==> config.mk <==
export PLATFORM = sky130hd
export DESIGN_NAME = rotary_encoder_accel_decoder
export DESIGN_NICKNAME = d
export VERILOG_FILES = /design/src/rtl/rea_pkg.sv /design/src/rtl/rea_front.sv /design/src/rtl/rea_fifo.sv /design/src/rtl/rea_accel.sv /design/src/rtl/rea_back.sv /design/src/rtl/rotary_encoder_accel_decoder.sv
export VERILOG_INCLUDE_DIRS = /design/src /design/src/rtl
export SDC_FILE = /design/constraint.sdc
export NUM_CORES = 2
export LEC_CHECK = 0
export ABC_AREA = 1
export BUFFER_PORTS_ARGS = -buffer_cell sky130_fd_sc_hd__buf_2
export CORE_MARGIN = 3
export CORE_UTILIZATION = 60
export DETAILED_ROUTE_END_ITERATION = 7
export GPL_TIMING_DRIVEN = 0
export HOLD_SLACK_MARGIN = 0.15
export PLACE_DENSITY = 0.76
export REMOVE_ABC_BUFFERS = 1
export SYNTH_ARGS = -nofsm -noshare
export SYNTH_HDL_FRONTEND = slang
export SYNTH_HIERARCHICAL = 1
export SYNTH_SLANG_ARGS = --single-unit
==> constraint.sdc <==
create_clock -name aclk -period 14.6 [get_ports aclk]
set_clock_uncertainty 0.1 [all_clocks]
set_input_delay 2.92 -clock aclk [delete_from_list [all_inputs] [get_ports aclk]]
set_output_delay 2.92 -clock aclk [all_outputs]
set_load 0.005 [all_outputs]
==> src/rtl/rotary_encoder_accel_decoder_defines.svh <==
// Assertion macros shared by the rotary encoder decoder RTL.
// Expects aclk and aresetn in the scope of each use.
`ifndef ROTARY_ENCODER_ACCEL_DECODER_DEFINES_SVH
`define ROTARY_ENCODER_ACCEL_DECODER_DEFINES_SVH

// Same-cycle implication.
`define REA_ASSERT_IMPL(lbl, ante, cons) \
    lbl: assert property (@(posedge aclk) disable iff (!aresetn) (ante) |-> (cons)) \
        else $error("rea assertion failed");

// Next-cycle implication.
`define REA_ASSERT_NEXT(lbl, ante, cons) \
    lbl: assert property (@(posedge aclk) disable iff (!aresetn) (ante) |=> (cons)) \
        else $error("rea assertion failed");

`endif

==> src/rtl/rea_pkg.sv <==
// Types and constants for the rotary encoder decoder.
// No dependencies; imported by every RTL module of the block.
package rea_pkg;

    localparam int REA_MAX_SPEED   = 10;
    localparam int REA_QUEUE_DEPTH = 2;

    localparam int TIME_W  = 32;
    localparam int AMT_W   = 7;
    localparam int SPEED_W = 8;
    localparam int MULT_W  = 12;
    localparam int CFG_W   = 12;

    typedef enum logic [1:0] {
        ACT_ROTATE = 2'd0,
        ACT_SWITCH = 2'd1,
        ACT_READ   = 2'd2
    } rea_act_t;

    typedef enum logic [1:0] {
        DIR_NONE = 2'd0,
        DIR_CW   = 2'd1,
        DIR_CCW  = 2'd2
    } rea_dir_t;

    typedef enum logic [1:0] {
        OP_NONE = 2'd0,
        OP_STEP = 2'd1,
        OP_READ = 2'd2
    } rea_op_t;

    typedef enum logic [1:0] {
        CFG_VSE        = 2'd0,
        CFG_SPEED_DOWN = 2'd1,
        CFG_SPEED_UP   = 2'd2,
        CFG_MULT       = 2'd3
    } rea_cfg_idx_t;

    typedef struct packed {
        logic [1:0]        action;
        logic              pin_a;
        logic              pin_b;
        logic              switch_level;
        logic [TIME_W-1:0] time_us;
    } rea_in_t;

    typedef struct packed {
        logic [1:0]        step_direction;
        logic [AMT_W-1:0]  step_amount;
        logic signed [31:0] count_value;
        logic              clicked;
    } rea_out_t;

    // Classified request from the front end to the back end.
    typedef struct packed {
        rea_op_t           op;
        rea_dir_t          dir;
        logic [TIME_W-1:0] delta;
        logic              clicked;
    } rea_cmd_t;

    typedef struct packed {
        logic               start;
        logic [TIME_W-1:0]  delta;
        logic [SPEED_W-1:0] speed;
        logic [MULT_W-1:0]  mult;
    } rea_acc_req_t;

    typedef struct packed {
        logic             busy;
        logic             done;
        logic [AMT_W-1:0] amount;
    } rea_acc_rsp_t;

endpackage

==> src/rtl/rea_front.sv <==
// Front end: accepts requests, runs the half-step table, switch timing and click flag.
// Depends on rea_pkg; feeds classified requests into rea_fifo.
module rea_front
    import rea_pkg::*;
(
    input  logic     aclk,
    input  logic     aresetn,
    input  logic     s_valid,
    output logic     s_ready,
    input  rea_in_t  s_data,
    input  logic     q_full,
    output logic     q_push,
    output rea_cmd_t q_data
);

    localparam logic [7:0] CODE_CW  = 8'h20;
    localparam logic [7:0] CODE_CCW = 8'h10;
    localparam logic [TIME_W-1:0] CLICK_MIN = 32'd10000;
    localparam logic [TIME_W-1:0] CLICK_MAX = 32'd250000;

    localparam logic [7:0] STEP_TBL [6][4] = '{
        '{8'h03, 8'h02, 8'h01, 8'h00},
        '{8'h23, 8'h00, 8'h01, 8'h00},
        '{8'h13, 8'h02, 8'h00, 8'h00},
        '{8'h03, 8'h05, 8'h04, 8'h00},
        '{8'h03, 8'h03, 8'h04, 8'h10},
        '{8'h03, 8'h05, 8'h03, 8'h20}
    };

    logic [2:0]        table_state_reg;
    logic [TIME_W-1:0] last_step_reg;
    logic [TIME_W-1:0] last_press_reg;
    logic              click_reg;

    logic [2:0]        row_idx;
    logic [1:0]        col;
    logic [7:0]        code;
    logic              is_step;
    logic [TIME_W-1:0] press_delta;
    logic              click_ok;

    assign s_ready = !q_full;
    assign q_push  = s_valid && s_ready;

    assign row_idx     = (table_state_reg > 3'd5) ? 3'd0 : table_state_reg;
    assign col         = {s_data.pin_b, s_data.pin_a};
    assign code        = STEP_TBL[row_idx][col];
    assign is_step     = (code == CODE_CW) || (code == CODE_CCW);
    assign press_delta = s_data.time_us - last_press_reg;
    assign click_ok    = (press_delta > CLICK_MIN) && (press_delta < CLICK_MAX);

    always_comb begin
        q_data.op      = OP_NONE;
        q_data.dir     = DIR_NONE;
        q_data.delta   = s_data.time_us - last_step_reg;
        q_data.clicked = 1'b0;
        unique case (rea_act_t'(s_data.action))
            ACT_ROTATE: begin
                if (is_step) begin
                    q_data.op  = OP_STEP;
                    q_data.dir = (code == CODE_CW) ? DIR_CW : DIR_CCW;
                end
            end
            ACT_READ: begin
                q_data.op      = OP_READ;
                q_data.clicked = click_reg;
            end
            default: q_data.op = OP_NONE;
        endcase
    end

    always_ff @(posedge aclk) begin
        if (!aresetn) begin
            table_state_reg <= 3'd0;
            last_step_reg   <= '0;
            last_press_reg  <= '0;
            click_reg       <= 1'b0;
        end else if (q_push) begin
            unique case (rea_act_t'(s_data.action))
                ACT_ROTATE: begin
                    table_state_reg <= code[2:0];
                    if (is_step) begin
                        last_step_reg <= s_data.time_us;
                    end
                end
                ACT_SWITCH: begin
                    if (s_data.switch_level) begin
                        if (click_ok) begin
                            click_reg <= 1'b1;
                        end
                    end else begin
                        last_press_reg <= s_data.time_us;
                    end
                end
                ACT_READ: click_reg <= 1'b0;
                default:  click_reg <= click_reg;
            endcase
        end
    end

endmodule

==> src/rtl/rea_fifo.sv <==
// Short request queue between front end and back end.
// Depends on rea_pkg for the request type.
`include "rotary_encoder_accel_decoder_defines.svh"
module rea_fifo
    import rea_pkg::*;
#(
    parameter int DEPTH = REA_QUEUE_DEPTH
) (
    input  logic     aclk,
    input  logic     aresetn,
    input  logic     push,
    input  rea_cmd_t push_data,
    output logic     full,
    input  logic     pop,
    output rea_cmd_t pop_data,
    output logic     empty
);

    localparam int PTR_W = (DEPTH > 1) ? $clog2(DEPTH) : 1;
    localparam int CNT_W = $clog2(DEPTH + 1);

    rea_cmd_t          mem [DEPTH];
    logic [PTR_W-1:0]  wr_ptr_reg;
    logic [PTR_W-1:0]  rd_ptr_reg;
    logic [CNT_W-1:0]  cnt_reg;

    assign full     = (cnt_reg == CNT_W'(DEPTH));
    assign empty    = (cnt_reg == '0);
    assign pop_data = mem[rd_ptr_reg];

    always_ff @(posedge aclk) begin
        if (push) begin
            mem[wr_ptr_reg] <= push_data;
        end
    end

    always_ff @(posedge aclk) begin
        if (!aresetn) begin
            wr_ptr_reg <= '0;
            rd_ptr_reg <= '0;
            cnt_reg    <= '0;
        end else begin
            if (push) begin
                wr_ptr_reg <= (wr_ptr_reg == PTR_W'(DEPTH - 1)) ? '0 : wr_ptr_reg + 1'b1;
            end
            if (pop) begin
                rd_ptr_reg <= (rd_ptr_reg == PTR_W'(DEPTH - 1)) ? '0 : rd_ptr_reg + 1'b1;
            end
            if (push && !pop) begin
                cnt_reg <= cnt_reg + 1'b1;
            end else if (pop && !push) begin
                cnt_reg <= cnt_reg - 1'b1;
            end
        end
    end

    `REA_ASSERT_IMPL(a_fifo_cnt_bound, 1'b1, cnt_reg <= CNT_W'(DEPTH))

endmodule

==> src/rtl/rea_accel.sv <==
// Step-size unit: linear time remap, Q4.8 scale, clamp and round half up.
// Depends on rea_pkg; split multiply, then a reciprocal multiply with one correction.
`include "rotary_encoder_accel_decoder_defines.svh"
module rea_accel
    import rea_pkg::*;
#(
    parameter int MAX_SPEED = REA_MAX_SPEED
) (
    input  logic         aclk,
    input  logic         aresetn,
    input  rea_acc_req_t req,
    output rea_acc_rsp_t rsp
);

    // amount = m * n / DEN, n = 24500000*S + (d - 5000)*(MAX - 100*S)
    localparam longint unsigned DEN = 64'd62720000 * 64'(MAX_SPEED);
    localparam longint unsigned LIM = 64'd100 * DEN;
    localparam longint unsigned DV  = 64'd2 * DEN;
    localparam int NW   = $clog2(LIM);
    localparam int LOW  = NW / 2;
    localparam int PLW  = LOW + MULT_W;
    localparam int PW   = NW + MULT_W;
    localparam int XW   = $clog2(64'd256 * DEN);
    localparam int KW   = 17;
    localparam int DKW  = TIME_W + 1 + KW;
    localparam int NFW  = DKW + 2;
    // quotient estimate: (x >> SH) * floor(2^KQ / DV) >> (KQ - SH), low by at most one
    localparam int SH   = $clog2(DV) - 3;
    localparam int KQ   = XW + 2;
    localparam int QS   = KQ - SH;
    localparam int XSW  = XW - SH;
    localparam int QPW  = 2 * XSW;
    localparam longint unsigned RCP = (64'd1 << KQ) / DV;

    typedef enum logic [3:0] {
        ST_IDLE, ST_PREP, ST_SUMN, ST_MLO, ST_MHI, ST_CLAS, ST_QEST, ST_QFIX, ST_DONE
    } state_t;

    state_t               state_reg;
    logic [TIME_W-1:0]    delta_reg;
    logic [SPEED_W-1:0]   speed_reg;
    logic [MULT_W-1:0]    mult_reg;
    logic signed [DKW-1:0] dk_reg;
    logic signed [NFW-1:0] base_reg;
    logic signed [NFW-1:0] n_reg;
    logic                 n_neg_reg;
    logic                 n_big_reg;
    logic [PLW-1:0]       plo_reg;
    logic [PW-1:0]        p_reg;
    logic [XW-1:0]        x_reg;
    logic [AMT_W-1:0]     q_reg;
    logic [AMT_W-1:0]     amt_reg;

    logic signed [KW-1:0]  k_w;
    logic signed [DKW-1:0] dk_w;
    logic [NFW-1:0]        sp_base_w;
    logic signed [NFW-1:0] k5_w;
    logic [NW-1:0]         nc;
    logic [PLW-1:0]        plo_w;
    logic [PW-1:0]         phi_w;
    logic [QPW-1:0]        qp_w;
    logic [XW-1:0]         thr_w;
    logic                  ge;

    assign k_w       = $signed(KW'(MAX_SPEED)) - $signed({2'b00, 15'(speed_reg) * 15'd100});
    assign dk_w      = $signed({1'b0, delta_reg}) * k_w;
    assign sp_base_w = NFW'(speed_reg) * NFW'(64'd24500000);
    assign k5_w      = NFW'(k_w) * $signed(NFW'(5000));
    assign nc        = n_reg[NW-1:0];
    assign plo_w     = PLW'(mult_reg) * PLW'(nc[LOW-1:0]);
    assign phi_w     = PW'(mult_reg) * PW'(nc[NW-1:LOW]);
    // reciprocal fits in the same width as the scaled operand
    assign qp_w      = QPW'(x_reg[XW-1:SH]) * QPW'(XSW'(RCP));
    assign thr_w     = XW'((64'(q_reg) + 64'd1) * DV);
    assign ge        = (x_reg >= thr_w);

    assign rsp.busy   = (state_reg != ST_IDLE);
    assign rsp.done   = (state_reg == ST_DONE);
    assign rsp.amount = amt_reg;

    always_ff @(posedge aclk) begin
        if (!aresetn) begin
            state_reg <= ST_IDLE;
        end else begin
            unique case (state_reg)
                ST_IDLE: begin
                    if (req.start) begin
                        delta_reg <= req.delta;
                        speed_reg <= req.speed;
                        mult_reg  <= req.mult;
                        state_reg <= ST_PREP;
                    end
                end
                ST_PREP: begin
                    dk_reg    <= dk_w;
                    base_reg  <= $signed(sp_base_w) - k5_w;
                    state_reg <= ST_SUMN;
                end
                ST_SUMN: begin
                    n_reg     <= base_reg + NFW'(dk_reg);
                    state_reg <= ST_MLO;
                end
                ST_MLO: begin
                    n_neg_reg <= n_reg[NFW-1] || (n_reg == '0);
                    n_big_reg <= (n_reg >= $signed(NFW'(LIM)));
                    plo_reg   <= plo_w;
                    state_reg <= ST_MHI;
                end
                ST_MHI: begin
                    p_reg     <= PW'(plo_reg) + (phi_w << LOW);
                    state_reg <= ST_CLAS;
                end
                ST_CLAS: begin
                    if (n_neg_reg || (mult_reg == '0)) begin
                        amt_reg   <= AMT_W'(1);
                        state_reg <= ST_DONE;
                    end else if (n_big_reg || (p_reg >= PW'(LIM))) begin
                        amt_reg   <= AMT_W'(100);
                        state_reg <= ST_DONE;
                    end else if (p_reg <= PW'(DEN)) begin
                        amt_reg   <= AMT_W'(1);
                        state_reg <= ST_DONE;
                    end else begin
                        x_reg     <= XW'({p_reg, 1'b0}) + XW'(DEN);
                        state_reg <= ST_QEST;
                    end
                end
                ST_QEST: begin
                    q_reg     <= AMT_W'(qp_w >> QS);
                    state_reg <= ST_QFIX;
                end
                ST_QFIX: begin
                    amt_reg   <= q_reg + AMT_W'(ge);
                    state_reg <= ST_DONE;
                end
                ST_DONE: state_reg <= ST_IDLE;
                default: state_reg <= ST_IDLE;
            endcase
        end
    end

    `REA_ASSERT_IMPL(a_acc_start_idle, req.start, state_reg == ST_IDLE)
    `REA_ASSERT_IMPL(a_acc_amt_range, rsp.done, (amt_reg >= AMT_W'(1)) && (amt_reg <= AMT_W'(100)))

endmodule

==> src/rtl/rea_back.sv <==
// Back end: configuration registers, rotation count and the result register.
// Depends on rea_pkg; drains rea_fifo and drives rea_accel.
`include "rotary_encoder_accel_decoder_defines.svh"
module rea_back
    import rea_pkg::*;
(
    input  logic               aclk,
    input  logic               aresetn,
    input  logic               cfg_we,
    input  logic [1:0]         cfg_index,
    input  logic [CFG_W-1:0]   cfg_data,
    input  logic               q_empty,
    output logic               q_pop,
    input  rea_cmd_t           q_data,
    output rea_acc_req_t       acc_req,
    input  rea_acc_rsp_t       acc_rsp,
    output logic               m_valid,
    input  logic               m_ready,
    output rea_out_t           m_data
);

    typedef enum logic [1:0] {ST_IDLE, ST_WAIT, ST_FINISH} state_t;

    state_t             state_reg;
    logic               vse_reg;
    logic [SPEED_W-1:0] spd_down_reg;
    logic [SPEED_W-1:0] spd_up_reg;
    logic [MULT_W-1:0]  mult_reg;
    logic [31:0]        count_reg;
    rea_cmd_t           cmd_reg;
    logic [AMT_W-1:0]   amt_reg;
    logic               m_valid_reg;
    rea_out_t           m_data_reg;

    logic               out_free;
    logic               fin_en;
    rea_cmd_t           fin_cmd;
    logic [AMT_W-1:0]   fin_amt;

    assign m_valid  = m_valid_reg;
    assign m_data   = m_data_reg;
    assign out_free = !m_valid_reg || m_ready;

    always_comb begin
        acc_req.delta = q_data.delta;
        acc_req.speed = (q_data.dir == DIR_CW) ? spd_up_reg : spd_down_reg;
        acc_req.mult  = mult_reg;
        q_pop         = 1'b0;
        acc_req.start = 1'b0;
        fin_en        = 1'b0;
        fin_cmd       = cmd_reg;
        fin_amt       = amt_reg;
        unique case (state_reg)
            ST_IDLE: begin
                if (!q_empty && out_free) begin
                    q_pop = 1'b1;
                    if ((q_data.op == OP_STEP) && vse_reg) begin
                        acc_req.start = 1'b1;
                    end else begin
                        fin_en  = 1'b1;
                        fin_cmd = q_data;
                        fin_amt = (q_data.op == OP_STEP) ? AMT_W'(1) : '0;
                    end
                end
            end
            ST_WAIT:   fin_en = 1'b0;
            ST_FINISH: fin_en = out_free;
            default:   fin_en = 1'b0;
        endcase
    end

    always_ff @(posedge aclk) begin
        if (!aresetn) begin
            state_reg    <= ST_IDLE;
            vse_reg      <= 1'b1;
            spd_down_reg <= '0;
            spd_up_reg   <= '0;
            mult_reg     <= MULT_W'(256);
            count_reg    <= '0;
            m_valid_reg  <= 1'b0;
        end else begin
            if (cfg_we) begin
                unique case (rea_cfg_idx_t'(cfg_index))
                    CFG_VSE:        vse_reg      <= cfg_data[0];
                    CFG_SPEED_DOWN: spd_down_reg <= cfg_data[SPEED_W-1:0];
                    CFG_SPEED_UP:   spd_up_reg   <= cfg_data[SPEED_W-1:0];
                    CFG_MULT:       mult_reg     <= cfg_data[MULT_W-1:0];
                    default:        vse_reg      <= vse_reg;
                endcase
            end

            unique case (state_reg)
                ST_IDLE: begin
                    if (acc_req.start) begin
                        cmd_reg   <= q_data;
                        state_reg <= ST_WAIT;
                    end
                end
                ST_WAIT: begin
                    if (acc_rsp.done) begin
                        amt_reg   <= acc_rsp.amount;
                        state_reg <= ST_FINISH;
                    end
                end
                ST_FINISH: begin
                    if (fin_en) begin
                        state_reg <= ST_IDLE;
                    end
                end
                default: state_reg <= ST_IDLE;
            endcase

            if (fin_en) begin
                m_valid_reg                <= 1'b1;
                m_data_reg.step_direction  <= fin_cmd.dir;
                m_data_reg.step_amount     <= fin_amt;
                m_data_reg.count_value     <= (fin_cmd.op == OP_READ) ? $signed(count_reg) : '0;
                m_data_reg.clicked         <= (fin_cmd.op == OP_READ) && fin_cmd.clicked;
                case (fin_cmd.op)
                    OP_STEP: begin
                        if (fin_cmd.dir == DIR_CW) begin
                            count_reg <= count_reg + 32'(fin_amt);
                        end else begin
                            count_reg <= count_reg - 32'(fin_amt);
                        end
                    end
                    OP_READ: count_reg <= '0;
                    default: count_reg <= count_reg;
                endcase
            end else if (m_ready) begin
                m_valid_reg <= 1'b0;
            end
        end
    end

    `REA_ASSERT_NEXT(a_back_start_wait, acc_req.start, state_reg == ST_WAIT)
    `REA_ASSERT_IMPL(a_back_wait_busy, state_reg == ST_WAIT, acc_rsp.busy)

endmodule

==> src/rtl/rotary_encoder_accel_decoder.sv <==
// Rotary encoder decoder with time-based step acceleration and click detection.
// Every request yields one result. The front end takes a request per cycle while
// its queue has room; the back end pops a request once the output register is free
// and finishes one that needs no step-size arithmetic from its idle state; an accelerated
// step waits on the step-size unit (remap and split Q4.8 multiply, then a clamp, or a
// reciprocal multiply and one correction for rounding) and holds off the next request.
// Depends on rea_pkg, rea_front, rea_fifo, rea_accel and rea_back.
module rotary_encoder_accel_decoder
    import rea_pkg::*;
#(
    parameter int MAX_SPEED   = REA_MAX_SPEED,
    parameter int QUEUE_DEPTH = REA_QUEUE_DEPTH
) (
    input  logic             aclk,
    input  logic             aresetn,
    input  logic             cfg_we,
    input  logic [1:0]       cfg_index,
    input  logic [CFG_W-1:0] cfg_data,
    input  logic             s_valid,
    output logic             s_ready,
    input  rea_in_t          s_data,
    output logic             m_valid,
    input  logic             m_ready,
    output rea_out_t         m_data
);

    logic         q_full;
    logic         q_push;
    rea_cmd_t     q_wdata;
    logic         q_empty;
    logic         q_pop;
    rea_cmd_t     q_rdata;
    rea_acc_req_t acc_req;
    rea_acc_rsp_t acc_rsp;

    rea_front u_front (
        .aclk    (aclk),
        .aresetn (aresetn),
        .s_valid (s_valid),
        .s_ready (s_ready),
        .s_data  (s_data),
        .q_full  (q_full),
        .q_push  (q_push),
        .q_data  (q_wdata)
    );

    rea_fifo #(
        .DEPTH (QUEUE_DEPTH)
    ) u_fifo (
        .aclk      (aclk),
        .aresetn   (aresetn),
        .push      (q_push),
        .push_data (q_wdata),
        .full      (q_full),
        .pop       (q_pop),
        .pop_data  (q_rdata),
        .empty     (q_empty)
    );

    rea_accel #(
        .MAX_SPEED (MAX_SPEED)
    ) u_accel (
        .aclk    (aclk),
        .aresetn (aresetn),
        .req     (acc_req),
        .rsp     (acc_rsp)
    );

    rea_back u_back (
        .aclk      (aclk),
        .aresetn   (aresetn),
        .cfg_we    (cfg_we),
        .cfg_index (cfg_index),
        .cfg_data  (cfg_data),
        .q_empty   (q_empty),
        .q_pop     (q_pop),
        .q_data    (q_rdata),
        .acc_req   (acc_req),
        .acc_rsp   (acc_rsp),
        .m_valid   (m_valid),
        .m_ready   (m_ready),
        .m_data    (m_data)
    );

endmodule

# Word-level counts from Yosys, hierarchy flattened
# Memory sizes are Yosys's and may differ from the RTL's. A register that Yosys moved wholly into a read port is not among the register bits.
# Cells that the tools add are included.
[totals]
register_bits = 564
word_cells = 212
ramBits = 74
input_bits = 56
mem_bits_ro = 256
mem_count = 2
[mem_list]
columns = ["memory", "words", "word_bits", "rd", "rd_ports_with_merged_regs", "write_ports", "line_no", "text"]
rows = [
  ["(no name shown)", 8, 32, 1, 0, 0, "rea_front.sv:47", "assign code = STEP_TBL[row_idx][col];"],
  ["u_fifo.mem", 2, 37, 1, 1, 1, "rea_fifo.sv:22", "rea_cmd_t mem [DEPTH];"],
]
[classes]
reduce_logical = 50
bitwise = 6
n_mux = 55
addsub = 15
multipliers = 8
n_lt_le_gt_ge = 9
eq_ne = 30
[ops]
columns = ["cell", "n"]
rows = [
  ["37-bit two-way mux", 3],
  ["32-bit two-way mux", 3],
  ["64-bit by 18-bit multiplier with 25-bit output (second input constant)", 1],
  ["32-bit case mux with 2 select lines", 1],
  ["32-bit subtractor", 2],
  ["12-bit by 18-bit multiplier with 30-bit output", 2],
  ["52-bit by 50-bit adder with 52-bit output", 1],
  ["52-bit by 37-bit greater-or-equal comparator with 1-bit output (second input constant)", 1],
  ["52-bit logical NOT", 1],
  ["34-bit by 52-bit subtractor with 52-bit output", 1],
  ["33-bit by 16-bit multiplier with 49-bit output", 1],
  ["30-bit by 48-bit adder with 48-bit output", 1],
  ["48-bit by 36-bit greater-or-equal comparator with 1-bit output (second input constant)", 1],
  ["48-bit by 30-bit less-or-equal comparator with 1-bit output (second input constant)", 1],
  ["7-bit two-way mux", 6],
  ["38-bit by 30-bit adder with 38-bit output (second input constant)", 1],
  ["38-bit greater-or-equal comparator", 1],
  ["32-bit by 7-bit adder with 32-bit output", 1],
  ["32-bit by 14-bit > comparator with 1-bit output (second input constant)", 1],
  ["32-bit by 18-bit less-than comparator with 1-bit output (second input constant)", 1],
  ["4-bit case mux with 8 select lines", 1],
  ["32-bit by 7-bit subtractor with 32-bit output", 1],
  ["8-bit by 20-bit multiplier with 28-bit output (second input constant)", 1],
  ["16-bit by 11-bit multiplier with 27-bit output (second input constant)", 1],
  ["46 further kinds", 138],
]

# Logic depth before layout (Yosys ltp)
[logic_depth]
depth_word = 13
mapped_depth = 47
mapped_depth_nobuf = 46

# Cells and area by module
# Netlist, hierarchy kept.
[modules_own_cells]
columns = ["mod", "cells_each", "area_each_um2", "seq_area_each_um2", "instances"]
rows = [
  ["rea_accel", 6720, 55608.3, 9328.9, 1],
  ["rea_back", 902, 7029.2, 2902.8, 1],
  ["rea_front", 1136, 6781.5, 1361.3, 1],
  ["rea_fifo", 150, 3050.4, 2322.2, 1],
]

# Worst setup path before layout
# OpenSTA, ideal clock, no wires.
[synth_timing]
kind = "input to register"
from = "in aresetn"
to = "reg u_accel.base_reg[10], enable pin"
setup_time_ns = 0.702
path_slack_ns = 3.480
n_path_buf = 0
t_arrival_ns = 10.318
cell_stages = 2
t_required_ns = 13.798
path_cell_list = "inv_1 -> nor4_1"
[synth_between]
elab_chain_len = 1
[synth_rtl]
columns = ["item", "line_no", "text"]
rows = [
  ["start, declared", "rotary_encoder_accel_decoder.sv:15", "input logic aresetn,"],
  ["2-bit AND reduction (no line)", "-", ""],
  ["end signal, assigned", "rea_accel.sv:96", "base_reg <= $signed(sp_base_w) - k5_w;"],
  ["end, declared", "rea_accel.sv:44", "logic signed [NFW-1:0] base_reg;"],
]
# Every way passes these cells.
# A chain may end at the register's enable or synchronous reset.

# Worst setup path in the final report
[layout_timing]
from = "reg u_accel.speed_reg[0]"
to = "reg u_accel.base_reg[33] (data pin)"
[layout_between]
elab_chain_len = 4
word_cells_on_any_way = 5
classes_between = "add/sub: 2; mul: 3"
[layout_rtl]
columns = ["item", "line_no", "text"]
rows = [
  ["start, declared", "rea_accel.sv:41", "logic [SPEED_W-1:0] speed_reg;"],
  ["start signal, assigned", "rea_accel.sv:89", "speed_reg <= req.speed;"],
  ["8-bit by 5-bit multiplier with 13-bit output", "rea_accel.sv:65", "assign k_w = $signed(KW'(MAX_SPEED)) - $signed({2'b00, 15'(speed_reg) * 15'd100});"],
  ["4-bit by 15-bit subtractor with 16-bit output", "rea_accel.sv:65", ""],
  ["16-bit by 11-bit multiplier with 27-bit output", "rea_accel.sv:68", "assign k5_w = NFW'(k_w) * $signed(NFW'(5000));"],
  ["34-bit by 52-bit subtractor with 52-bit output (*)", "rea_accel.sv:96", ""],
]
# Mark *: on every way between the ends. The rest lies on a longest branch, timed or not.

==> results.sh <==
export IMPL_status="finished, final reports clean"
export IMPL_syn_avg_cell_area_um2=8.14
export IMPL_synth_largest_area_cell="fa_1"
export IMPL_tightest_slew_ns=1.37
export IMPL_yosysWarnings=6
export IMPL_largest_register_ffs=74
export IMPL_cp_required_ns=14.85
export IMPL_area_growth_pct=6.27
export IMPL_rows=126
export IMPL_post_drt_wl_per_cell_um=17.8
export IMPL_cp_end_kind="register"
export IMPL_clockBufferDepth=3
export IMPL_yosysSeqAreaShare_pct=22.0
export IMPL_ys_ff_latch=577
export IMPL_cts_setup_buffers=0
export IMPL_ys_dominant_reg_cell="edfxtp_1"
export IMPL_grt_pass1_wl_um=305000
export IMPL_cts_tree="yes"
export IMPL_final_cell_area_mm2=0.0770
export IMPL_detail_route_first_pass_iterations=6
export IMPL_post_dp_cell_area_mm2=0.0744
export IMPL_cts_repair_resized=0
export IMPL_cts_htree_levels=3
export IMPL_fillCellCount=10107
export IMPL_hp_class="register to register"
export IMPL_nets=10507
export IMPL_start_util_pct=60.9
export IMPL_netlist_instances=8908
export IMPL_cp_common_cell="nand2_1"
export IMPL_yosysMostFrequentCell="nand2_1"
export IMPL_slew_headroom_pct=8.25
export IMPL_cts_sinks=577
export IMPL_die_area_mm2=0.125
export IMPL_drc=0
export IMPL_antenna_found_initial=3
export IMPL_critPathKind="register to register"
export IMPL_cp_max_fo=24
export IMPL_setup_viol=0
export IMPL_dr_first_iter_drc_count=4596
export IMPL_synth_commonest_cells="nand2_1, inv_1, fa_1"
export IMPL_grt_usage_pct=30.3
export IMPL_clk_pin_slew_ns=0.07
export IMPL_overflow=0
export IMPL_port_buffers=99
export IMPL_start_kind="register"
export IMPL_diodes=0
export IMPL_synth_edff_count=436
export IMPL_holdBufCountCts=0
export IMPL_crit_path_top_delay_cell="nand2_1"
export IMPL_drv_slew=0
export IMPL_fmax_mhz=90.9
export IMPL_cp_arrival_ns=11.25
export IMPL_grt_max_degree=85
export IMPL_io_pin_count=100
export IMPL_hpwl_um=153000
export IMPL_synth_area_mm2=0.0725
export IMPL_core_mm2=0.119
export IMPL_final_hold_viol_count=0
export IMPL_synth_top_area_share_pct=22.9
export IMPL_synthDistinctLibCells=74
export IMPL_root_buffer="clkbuf_16"
export IMPL_viasPerCell=5.53
export IMPL_die_h_um=354
export IMPL_period_minus_slack_ns=11.00
export IMPL_drt_total_wl_um=188000
export IMPL_maxCapViolCount=0
export IMPL_grt_setup_unrepaired="false"
export IMPL_cts_made_buffers=67
export IMPL_post_route_period_util_pct=75.3
export IMPL_antenna_left=0
export IMPL_drive_above_1_share_pct=5.19
export IMPL_grt_pass1_vias=59224
export IMPL_ys_top_cells_by_area="fa_1, edfxtp_1, ha_1"
export IMPL_synthArstFlopShare_pct=0
export IMPL_die_w_um=354
export IMPL_cp_slowest_stage_delay_ns=0.85
export IMPL_gp_congestion=0.978
export IMPL_clock_latency_ns=0.66
export IMPL_vias=58290
export IMPL_r2r_slack_ns=3.60
-- worst paths after layout --
kind / from / endpoint / depth (start not counted)
max: u_accel/speed_reg[0] / u_accel/base_reg[33] / 43
min: u_accel/plo_reg[5] / u_accel/p_reg[5] / 0
max reg2reg: u_accel/speed_reg[0] / u_accel/base_reg[33] / 43
min reg2reg: u_accel/plo_reg[5] / u_accel/p_reg[5] / 0
-- metrics by stage --
stage	cells	hold slack [ns]	utilization (%)	setup WS, ns	setup TNS, ns
global placement	10371	0.303	62.0	-1.34	-102.40
floorplan	8672	0.300	-	3.48	0
finish	10537	0.308	64.7	3.60	0
detailed placement	10406	0.306	62.5	3.40	0
CTS	10527	0.308	64.5	3.35	0
global route	10537	0.316	64.7	2.84	0
-- cell usage in the layout, fill, tap and decap left out, drive strengths merged, types with 4 or more instances in the layout --
master    count
ha          738
nor2        672
dfxtp       141
nand3       272
a221oi        4
inv        1920
nor4         42
a21boi       17
fa          828
nand2      2054
o211ai       15
xnor2        96
o22ai         5
xor2        205
o21bai       27
a21oi       496
or2          10
clkinv       37
nand4        96
and3          7
a211oi        6
a31oi        32
o21a         21
nor3         65
clkbuf       75
a21o         30
clkinvlp      4
and2          6
o2111ai       6
nand3b       14
o21ai       342
edfxtp      436
bufinv        6
buf         144
mux2         45
-- final cells by class --
| type | instances | area [µm²] | share of cell area (%) |
|---|---|---|---|
| multi-input cells | 6174 | 48300 | 62.7 |
| flip-flops and latches | 577 | 15900 | 20.7 |
| inverters | 1921 | 7210 | 9.36 |
| well taps | 1600 | 2000 | 2.60 |
| clock buffers | 75 | 1780 | 2.31 |
| repair buffers | 144 | 1280 | 1.67 |
| clock inverters | 46 | 569 | 0.739 |
-- critical path: cells and delay by family, from the launching register on --
family,cells,cell delay [ns]
flip-flops,1,0.82
adder cells (fa/ha/maj),11,4.68
buffers and inverters,9,1.32
AND/OR/NAND/NOR,22,3.52
XOR/XNOR,1,0.17
-- per-layer routing --
layer  global-route usage [%]  up-vias  wire, µm
li1                         -    27755         -
met1                     40.4    28041     79100
met2                     50.3     2073     88000
met3                     4.51      421     12600
met4                     11.4        0      8040
met5                        0        -         0
-- cells by family (layout without fill, tap and decap cells) --
kind of cell / count (synthesis) / in the layout / share of synthesized area [%]
adders and majority gates: 1566 / 1566 / 35.6
buffers and inverters: 2157 / 2186 / 11.6
AOI/OAI and AO/OA: 1019 / 1019 / 7.72
and+or+nand+nor: 3242 / 3242 / 18.6
DFF: 577 / 577 / 22.0
muxes: 46 / 46 / 0.868
xor gates and xnor gates: 301 / 301 / 3.65
Power is not shown: default switching activity piles up to over one toggle a cycle in this logic, so the estimate is an artifact.
